==> src/rtl/core/ssd_pkg.sv <==
// Shared types, constants and the segment lookup for the decimal scan driver.
// Used by every module under rtl/core; depends on nothing.
package ssd_pkg;

  localparam int MaxDigits = 8;
  localparam int DigitW    = 4;
  localparam int NumW      = 27;
  localparam int CountW    = 4;
  localparam int PosW      = 3;
  localparam int StepW     = 5;
  localparam int TableW    = 40;
  localparam int CfgIdxW   = 4;
  localparam int SegW      = 8;

  localparam logic [StepW-1:0] ConvSteps = StepW'(NumW);

  localparam logic [CountW-1:0] CountReset   = CountW'(MaxDigits);
  localparam logic [TableW-1:0] TableLoReset = 40'h664F5B063F;
  localparam logic [TableW-1:0] TableHiReset = 40'h6F7F077D6D;
  localparam logic [SegW-1:0]   SegInvalid   = 8'h80;

  localparam logic [CfgIdxW-1:0] REG_DIGIT_COUNT    = 4'd0;
  localparam logic [CfgIdxW-1:0] REG_COMMON_CATHODE = 4'd1;
  localparam logic [CfgIdxW-1:0] REG_TABLE_LOW      = 4'd2;
  localparam logic [CfgIdxW-1:0] REG_TABLE_HIGH     = 4'd3;

  localparam logic ACTION_LOAD = 1'b0;
  localparam logic ACTION_SCAN = 1'b1;

  typedef logic [MaxDigits-1:0][DigitW-1:0] digits_t;

  typedef struct packed {
    logic busy;
    logic done;
  } conv_status_t;

  function automatic logic [SegW-1:0] segment_of(
    input logic [DigitW-1:0] d,
    input logic [TableW-1:0] tbl_lo,
    input logic [TableW-1:0] tbl_hi
  );
    logic [SegW-1:0] seg;
    seg = SegInvalid;
    if (d < 4'd5) begin
      seg = tbl_lo[{d[2:0], 3'b000} +: SegW];
    end else if (d < 4'd10) begin
      seg = tbl_hi[{3'(d - 4'd5), 3'b000} +: SegW];
    end
    return seg;
  endfunction

endpackage

==> src/rtl/core/ssd_bcd_cell.sv <==
// One decimal digit cell of the shift-and-add-3 converter.
// Depends on ssd_pkg for widths.
module ssd_bcd_cell (
  input  logic                       clk,
  input  logic                       clear,
  input  logic                       step,
  input  logic                       carry_in,
  output logic                       carry_out,
  output logic [ssd_pkg::DigitW-1:0] digit
);
  import ssd_pkg::*;

  logic [DigitW-1:0] adjusted;

  // add 3 before the shift so the doubled digit carries at ten
  assign adjusted  = (digit >= 4'd5) ? digit + 4'd3 : digit;
  assign carry_out = adjusted[DigitW-1];

  always_ff @(posedge clk) begin
    if (clear) begin
      digit <= '0;
    end else if (step) begin
      digit <= {adjusted[DigitW-2:0], carry_in};
    end
  end

endmodule

==> src/rtl/core/ssd_bcd_chain.sv <==
// Binary to decimal converter: a row of digit cells fed MSB first from a shift register.
// Depends on ssd_pkg and ssd_bcd_cell.
module ssd_bcd_chain (
  input  logic                     clk,
  input  logic                     rst,
  input  logic                     start,
  input  logic [ssd_pkg::NumW-1:0] number,
  output ssd_pkg::digits_t         digits,
  output ssd_pkg::conv_status_t    status
);
  import ssd_pkg::*;

  logic [NumW-1:0]      shift_reg;
  logic [StepW-1:0]     steps_left;
  logic                 done;
  logic                 run;
  logic [MaxDigits:0]   carry;

  assign run      = (steps_left != '0);
  assign carry[0] = shift_reg[NumW-1];

  for (genvar i = 0; i < MaxDigits; i++) begin : g_cell
    ssd_bcd_cell u_cell (
      .clk       (clk),
      .clear     (start),
      .step      (run),
      .carry_in  (carry[i]),
      .carry_out (carry[i+1]),
      .digit     (digits[i])
    );
  end

  always_ff @(posedge clk) begin
    if (rst) begin
      steps_left <= '0;
      done       <= 1'b0;
    end else begin
      done <= run && (steps_left == StepW'(1));
      if (start) begin
        steps_left <= ConvSteps;
      end else if (run) begin
        steps_left <= steps_left - StepW'(1);
      end
    end
  end

  always_ff @(posedge clk) begin
    if (start) begin
      shift_reg <= number;
    end else if (run) begin
      shift_reg <= {shift_reg[NumW-2:0], 1'b0};
    end
  end

  // carry out of the top cell is dropped: digits above the row are lost
  assign status.busy = run || done;
  assign status.done = done;

endmodule

==> src/rtl/core/seven_segment_decimal_scan_driver.sv <==
// Top level of the multiplexed seven-segment driver: config, digit store, scan, output.
// Depends on ssd_pkg and ssd_bcd_chain.
//
//  channel  | handshake                 | payload
//  ---------+---------------------------+-------------------------------
//  item     | item_valid / item_stall   | action, number_value
//  result   | result_valid / result_stall | digit_select, segment_byte
//  config   | cfg_valid / cfg_ready     | cfg_index, cfg_data
//
// A load request occupies the block while it loads the shift register, makes 27 shift
// steps through the digit cell row and writes the store. A scan request gives its
// result from the output register in the next cycle.
// item_stall is high while a conversion runs or a result waits under result_stall.
// Reset is synchronous; it clears the digit store and scan position and returns the
// config registers to their defaults.
module seven_segment_decimal_scan_driver (
  input  logic                        clk,
  input  logic                        rst,
  input  logic                        item_valid,
  output logic                        item_stall,
  input  logic                        action,
  input  logic [ssd_pkg::NumW-1:0]    number_value,
  output logic                        result_valid,
  input  logic                        result_stall,
  output logic [ssd_pkg::SegW-1:0]    digit_select,
  output logic [ssd_pkg::SegW-1:0]    segment_byte,
  input  logic                        cfg_valid,
  output logic                        cfg_ready,
  input  logic [ssd_pkg::CfgIdxW-1:0] cfg_index,
  input  logic [ssd_pkg::TableW-1:0]  cfg_data
);
  import ssd_pkg::*;

  logic [CountW-1:0] digit_count;
  logic              common_cathode;
  logic [TableW-1:0] table_lo;
  logic [TableW-1:0] table_hi;
  digits_t           digit_store;
  logic [PosW-1:0]   scan_pos;
  logic [PosW-1:0]   scan_pos_next;
  logic [CountW-1:0] count_eff;
  logic [PosW-1:0]   read_idx;
  logic [SegW-1:0]   seg_raw;
  logic [SegW-1:0]   sel_raw;
  logic              accept;
  logic              load_start;
  logic              scan_take;
  digits_t           conv_digits;
  conv_status_t      conv_status;

  ssd_bcd_chain u_chain (
    .clk    (clk),
    .rst    (rst),
    .start  (load_start),
    .number (number_value),
    .digits (conv_digits),
    .status (conv_status)
  );

  assign cfg_ready  = 1'b1;
  assign item_stall = conv_status.busy || (result_valid && result_stall);
  assign accept     = item_valid && !item_stall;
  assign load_start = accept && (action == ACTION_LOAD);
  assign scan_take  = accept && (action == ACTION_SCAN);

  // clamp the count to 1..MaxDigits
  always_comb begin
    priority if (digit_count == '0) begin
      count_eff = CountW'(1);
    end else if (digit_count > CountW'(MaxDigits)) begin
      count_eff = CountW'(MaxDigits);
    end else begin
      count_eff = digit_count;
    end
  end

  always_comb begin
    if ({1'b0, scan_pos} < count_eff - CountW'(1)) begin
      scan_pos_next = scan_pos + PosW'(1);
    end else begin
      scan_pos_next = '0;
    end
    read_idx = PosW'(count_eff - CountW'(1) - {1'b0, scan_pos_next});
    seg_raw  = segment_of(digit_store[read_idx], table_lo, table_hi);
    sel_raw  = SegW'(1) << scan_pos_next;
  end

  always_ff @(posedge clk) begin
    if (rst) begin
      digit_count    <= CountReset;
      common_cathode <= 1'b1;
      table_lo       <= TableLoReset;
      table_hi       <= TableHiReset;
    end else if (cfg_valid && cfg_ready) begin
      unique case (cfg_index)
        REG_DIGIT_COUNT:    digit_count    <= cfg_data[CountW-1:0];
        REG_COMMON_CATHODE: common_cathode <= cfg_data[0];
        REG_TABLE_LOW:      table_lo       <= cfg_data;
        REG_TABLE_HIGH:     table_hi       <= cfg_data;
        default: ;
      endcase
    end
  end

  // write only the digits in use; the rest keep their old values
  always_ff @(posedge clk) begin
    if (rst) begin
      digit_store <= '0;
    end else if (conv_status.done) begin
      for (int i = 0; i < MaxDigits; i++) begin
        if (CountW'(i) < count_eff) begin
          digit_store[i] <= conv_digits[i];
        end
      end
    end
  end

  always_ff @(posedge clk) begin
    if (rst) begin
      scan_pos     <= '0;
      result_valid <= 1'b0;
    end else begin
      if (scan_take) begin
        scan_pos     <= scan_pos_next;
        result_valid <= 1'b1;
      end else if (!result_stall) begin
        result_valid <= 1'b0;
      end
    end
  end

  always_ff @(posedge clk) begin
    if (scan_take) begin
      digit_select <= common_cathode ? ~sel_raw : sel_raw;
      segment_byte <= common_cathode ? seg_raw : ~seg_raw;
    end
  end

  a_busy_stalls: assert property (@(posedge clk) disable iff (rst)
    conv_status.busy |-> item_stall)
    else $error("item taken during conversion");

  a_load_starts: assert property (@(posedge clk) disable iff (rst)
    load_start |=> conv_status.busy && !conv_status.done)
    else $error("load request did not start conversion");

  a_done_pulse: assert property (@(posedge clk) disable iff (rst)
    conv_status.done |=> !conv_status.done)
    else $error("conversion done held longer than one cycle");

  a_select_onehot: assert property (@(posedge clk) disable iff (rst)
    result_valid |-> ($onehot(digit_select) || $onehot(~digit_select)))
    else $error("digit select does not pick exactly one display");

endmodule
==> config.mk <==
export PLATFORM = sky130hd
export DESIGN_NAME = seven_segment_decimal_scan_driver
export DESIGN_NICKNAME = d
export VERILOG_FILES = /design/src/rtl/core/ssd_pkg.sv /design/src/rtl/core/ssd_bcd_cell.sv /design/src/rtl/core/ssd_bcd_chain.sv /design/src/rtl/core/seven_segment_decimal_scan_driver.sv
export SDC_FILE = /design/constraint.sdc
export NUM_CORES = 1
export LEC_CHECK = 0
export ABC_AREA = 1
export ABC_CLOCK_PERIOD_IN_PS = 4100
export BUFFER_PORTS_ARGS = -buffer_cell sky130_fd_sc_hd__buf_2
export CAP_MARGIN = 10
export CORE_MARGIN = 8
export CORE_UTILIZATION = 40
export CTS_BUF_LIST = sky130_fd_sc_hd__clkbuf_16
export CTS_CLUSTER_SIZE = 8
export DETAILED_ROUTE_END_ITERATION = 16
export PLACE_DENSITY = 0.72
export SLEW_MARGIN = 10
export SYNTH_ARGS = -nofsm -noshare
export SYNTH_HDL_FRONTEND = slang
export SYNTH_SLANG_ARGS = --single-unit
==> constraint.sdc <==
create_clock -name clk -period 4.1 [get_ports clk]
set_input_delay 0.205 -clock clk [delete_from_list [all_inputs] [get_ports clk]]
set_output_delay 0.205 -clock clk [all_outputs]
set_load 0.01 [all_outputs]
==> results by group <==
GRT
  • Total congestion overflow: 0
  • Met3 usage: 3.580%
  • First-pass GRT wire length: 42.97 mm
  • GR Util met2: 30.48%
  • Pin count of the biggest net entering global routing: 60
  • Met1 Resource Use GR: 21.81%
  • GR peak layer: met2
  • Number of global-route vias before repair: 8865
  • Total routing usage reported by global routing: 17.66%
  • Antenna violations before repair: 0

Synth
  • Asr flop ratio synth: 0%
  • Area contributors post-synth: dfxtp_1 (33%), nand2_1 (14%), edfxtp_1 (13%), o21ai_0 (8.2%), a21oi_1 (5.9%)
  • Post-synth EDFFs: 43
  • Top-area cell type share of the netlist area: 32.96%
  • Seq/Total Area, Yosys: 46.33%
  • Largest family of logic cells by synthesized area: simple AND/OR/NAND/NOR gates
  • Largest area contributor in the netlist: dfxtp_1
  • Commonest register cell after synthesis: dfxtp_1
  • XOR/XNOR Fraction of Synth Area: 1.723%
  • Mux share of post-synthesis cell area: 0%
  • Adder-cell share of the synthesized area: 3.316%
  • Syn avg cell area: 7.322 um2
  • #FFs+latches synth: 202
  • Synth Warn #: 0
  • Synth Area in Simple Gates: 24.25%
  • Synth Instances: 1319
  • Syn Std Cell Area: 0.009658 mm2
  • Synth Area in Compound Gates: 16.35%
  • Netlist cell types: 40
  • Post-Syn Nets: 1421

Worst setup path
  • CP startpoint kind: flop
  • Reg2reg path depth: 25
  • Internal reg-to-reg setup slack: 0.05 ns
  • Reg-to-Reg Start: digit_count[0]
  • Critical Path End Type: flop
  • Required @ worst endpoint: 4.39 ns
  • FF-to-FF End: segment_byte[1]
  • Setup CP Type: flop to flop
  • CP arrival: 4.35 ns
  • CP Max Fanout: 13

Floorplanning
  • Ports: 96
  • Die area: 0.02937 mm2
  • # rows: 57
  • Die Height: 171.4 um
  • Die span in x: 171.4 um
  • Initial Utilization: 40.18%
  • Core area: 0.02403 mm2

Detailed routing
  • Final ANT Viol Nets: 0
  • Via/cell ratio: 5.095
  • Via Count: 9355
  • Avg WL per Cell: 15.21 um
  • Total wire length: 27.93 mm
  • TritonRoute pass-1 iters: 6
  • Initial DRC Count: 844
  • Post-route DRC violation count: 0

Power
  • Total power: 8.536 mW
  • Max IR drop VDD: 0.4187 mV
  • Pwr Density: 673.6 mW/mm2
  • Lkg Pwr: 6.011 nW

Timing
  • Setup WS post-layout: 0.04601 ns
  • Clock Skew: 0.01999 ns
  • Peak Freq: 0.2467 GHz
  • Slew at the pin closest to its max-slew limit: 1.119 ns
  • Final worst-path cycle share: 98.88%
  • Worst hold margin: 0.07518 ns
  • Final-report hold violation count: 0
  • RSZ-0062 raised after global routing: yes
  • Final Slew Violations: 0
  • Tmin final: 4.054 ns
  • Final setup fails: 0
  • Max-slew headroom: 25.20%

Worst hold path
  • Hold Path End: common_cathode
  • HP Start: cfg_valid
  • Worst hold path stage count: 4
  • Hold Crit Class: input pin to flop

Layout
  • # diodes: 0
  • Commonest non-fill, non-tap cells in the layout: nand2_1 (332), o21ai_0 (155), dfxtp_1 (155), inv_1 (132), a21oi_1 (112)
  • Nets: 1603
  • Non-Filler Instances: 1836
  • Final Cell Area: 0.01267 mm2
  • Area grow syn2layout: 31.21%
  • Regs by FF count: table_hi: 40 flops, table_lo: 40 flops
  • Share of layout cells above drive strength 1: 18.25%
  • Commonest non-fill, non-tap cell in the layout: nand2_1

Placed design
  • IO Port Bufs: 94
  • Placed cells: 1707
  • GP Congestion: 0.9200
  • Hpwl dp: 16.83 mm
  • Place WS: -0.1533 ns
  • Placement Cell Area: 0.01056 mm2

Clock tree
  • Clock sink total: 202
  • Cts bufs inserted: 29
  • Max clock buf depth: 3
  • Clock Root Buffer: clkbuf_16
  • Clk_lat worst skew: 0.54 ns
  • CTS tree: done
  • Clock transition at the registers of the reported paths: 0.06 ns
  • H-tree levels: 1

Run
  • Max cap viols: 0

Run status
  • Status: finished clean
per-layer routing:
metal	wire, um	vias up	share of wire (%)
met3	1954	74	7.0
met2	13280	346	48
met5	0	-	0
met1	11770	4290	42
li1	-	4645	-
met4	916	0	3.3
cell usage after synthesis (2+ instances only):
| library cell | n |
|---|---|
| nand2_1 | 362 |
| xor2_1 | 19 |
| nor2_1 | 108 |
| clkbuf_1 | 46 |
| a211oi_1 | 7 |
| buf_4 | 3 |
| inv_1 | 129 |
| o21ai_0 | 158 |
| edfxtp_1 | 43 |
| a21oi_2 | 3 |
| o22ai_1 | 3 |
| a31oi_1 | 2 |
| nand2_2 | 7 |
| inv_2 | 5 |
| ha_1 | 24 |
| nor3_1 | 4 |
| o31ai_1 | 2 |
| a32o_1 | 2 |
| clkinv_1 | 2 |
| nand2_4 | 2 |
| buf_2 | 11 |
| dfxtp_1 | 159 |
| o21ai_1 | 9 |
| nand3_1 | 78 |
| or2_2 | 2 |
| nand4_1 | 3 |
| a21oi_1 | 113 |
kinds of logic after synthesis:
logic type,after synthesis
xor gates and xnor gates,19
buffers and inverters,197
AOI/OAI and AO/OA,302
DFF,202
other,1
adders and majority gates,25
and+or+nand+nor,573
timing repair:
item	in CTS	in global routing
cloned	1	6
hold buffers	69	0
buffers inserted	0	11
pin swaps	3	45
setup endpoints to repair	8	8
endpoints found under the hold margin	107	0
gates resized for setup	13	94
worst max path at each step:
stage / startpoint / endpoint / slack, ns / depth (start not counted)
floorplan: digit_count[3] / segment_byte[2] / 0.22 / 27
global placement: digit_count[3] / segment_byte[5] / -0.05 / 27
detailed placement: digit_count[3] / segment_byte[5] / -0.15 / 27
CTS: digit_count[3] / segment_byte[1] / -0.008 / 25
global route: digit_count[0] / segment_byte[0] / -0.12 / 28
finish: digit_count[0] / segment_byte[1] / 0.05 / 25
power breakdown:
group | internal, mW | switching (mW) | leakage (nW) | total (mW)
Sequential | 2.62 | 0.244 | 1.71 | 2.86
Clock | 1.31 | 0.847 | 0.431 | 2.15
Combinational | 1.32 | 2.20 | 3.87 | 3.52
layout make-up:
type / instances / area [um2]
flip-flops and latches: 202 / 4482
repair buffers: 211 / 1664
clock buffers: 29 / 725.7
well taps: 324 / 405.4
clock inverters: 13 / 80.08
fillers: 2182 / 11360
multi-input cells: 921 / 4792
inverters: 136 / 523.0
per-stage QoR:
stage | TNS (ns) | utilization, %
5_1_grt | -0.8210 | 52.73
4_1_cts | -0.01505 | 50.38
3_5_place_dp | -1.005 | 43.92
3_3_place_gp | -0.05312 | 43.92
2_1_floorplan | 0 | -
6_report | 0 | 52.73
critical path, stage by stage, from the launching register on:
cell and delay [ns]:
dfxtp_2 0.34, nor2_2 0.13, nand2_2 0.09, nand2_4 0.10, nor2_4 0.04, ha_4 0.25, inv_1 0.04, ha_1 0.29
nand2_2 0.08, nand2_2 0.08, nor2_4 0.15, ha_4 0.14, fa_2 0.52, buf_6 0.17, o21ai_0 0.07, nor2_1 0.06
nor2_1 0.16, nand3_2 0.11, nand2_4 0.16, nand2_8 0.09, a21oi_4 0.22, inv_4 0.11, a21oi_1 0.14, nand2_1 0.08
nand3_1 0.08, nand2_1 0.07
(Power assumes the default switching activity.)
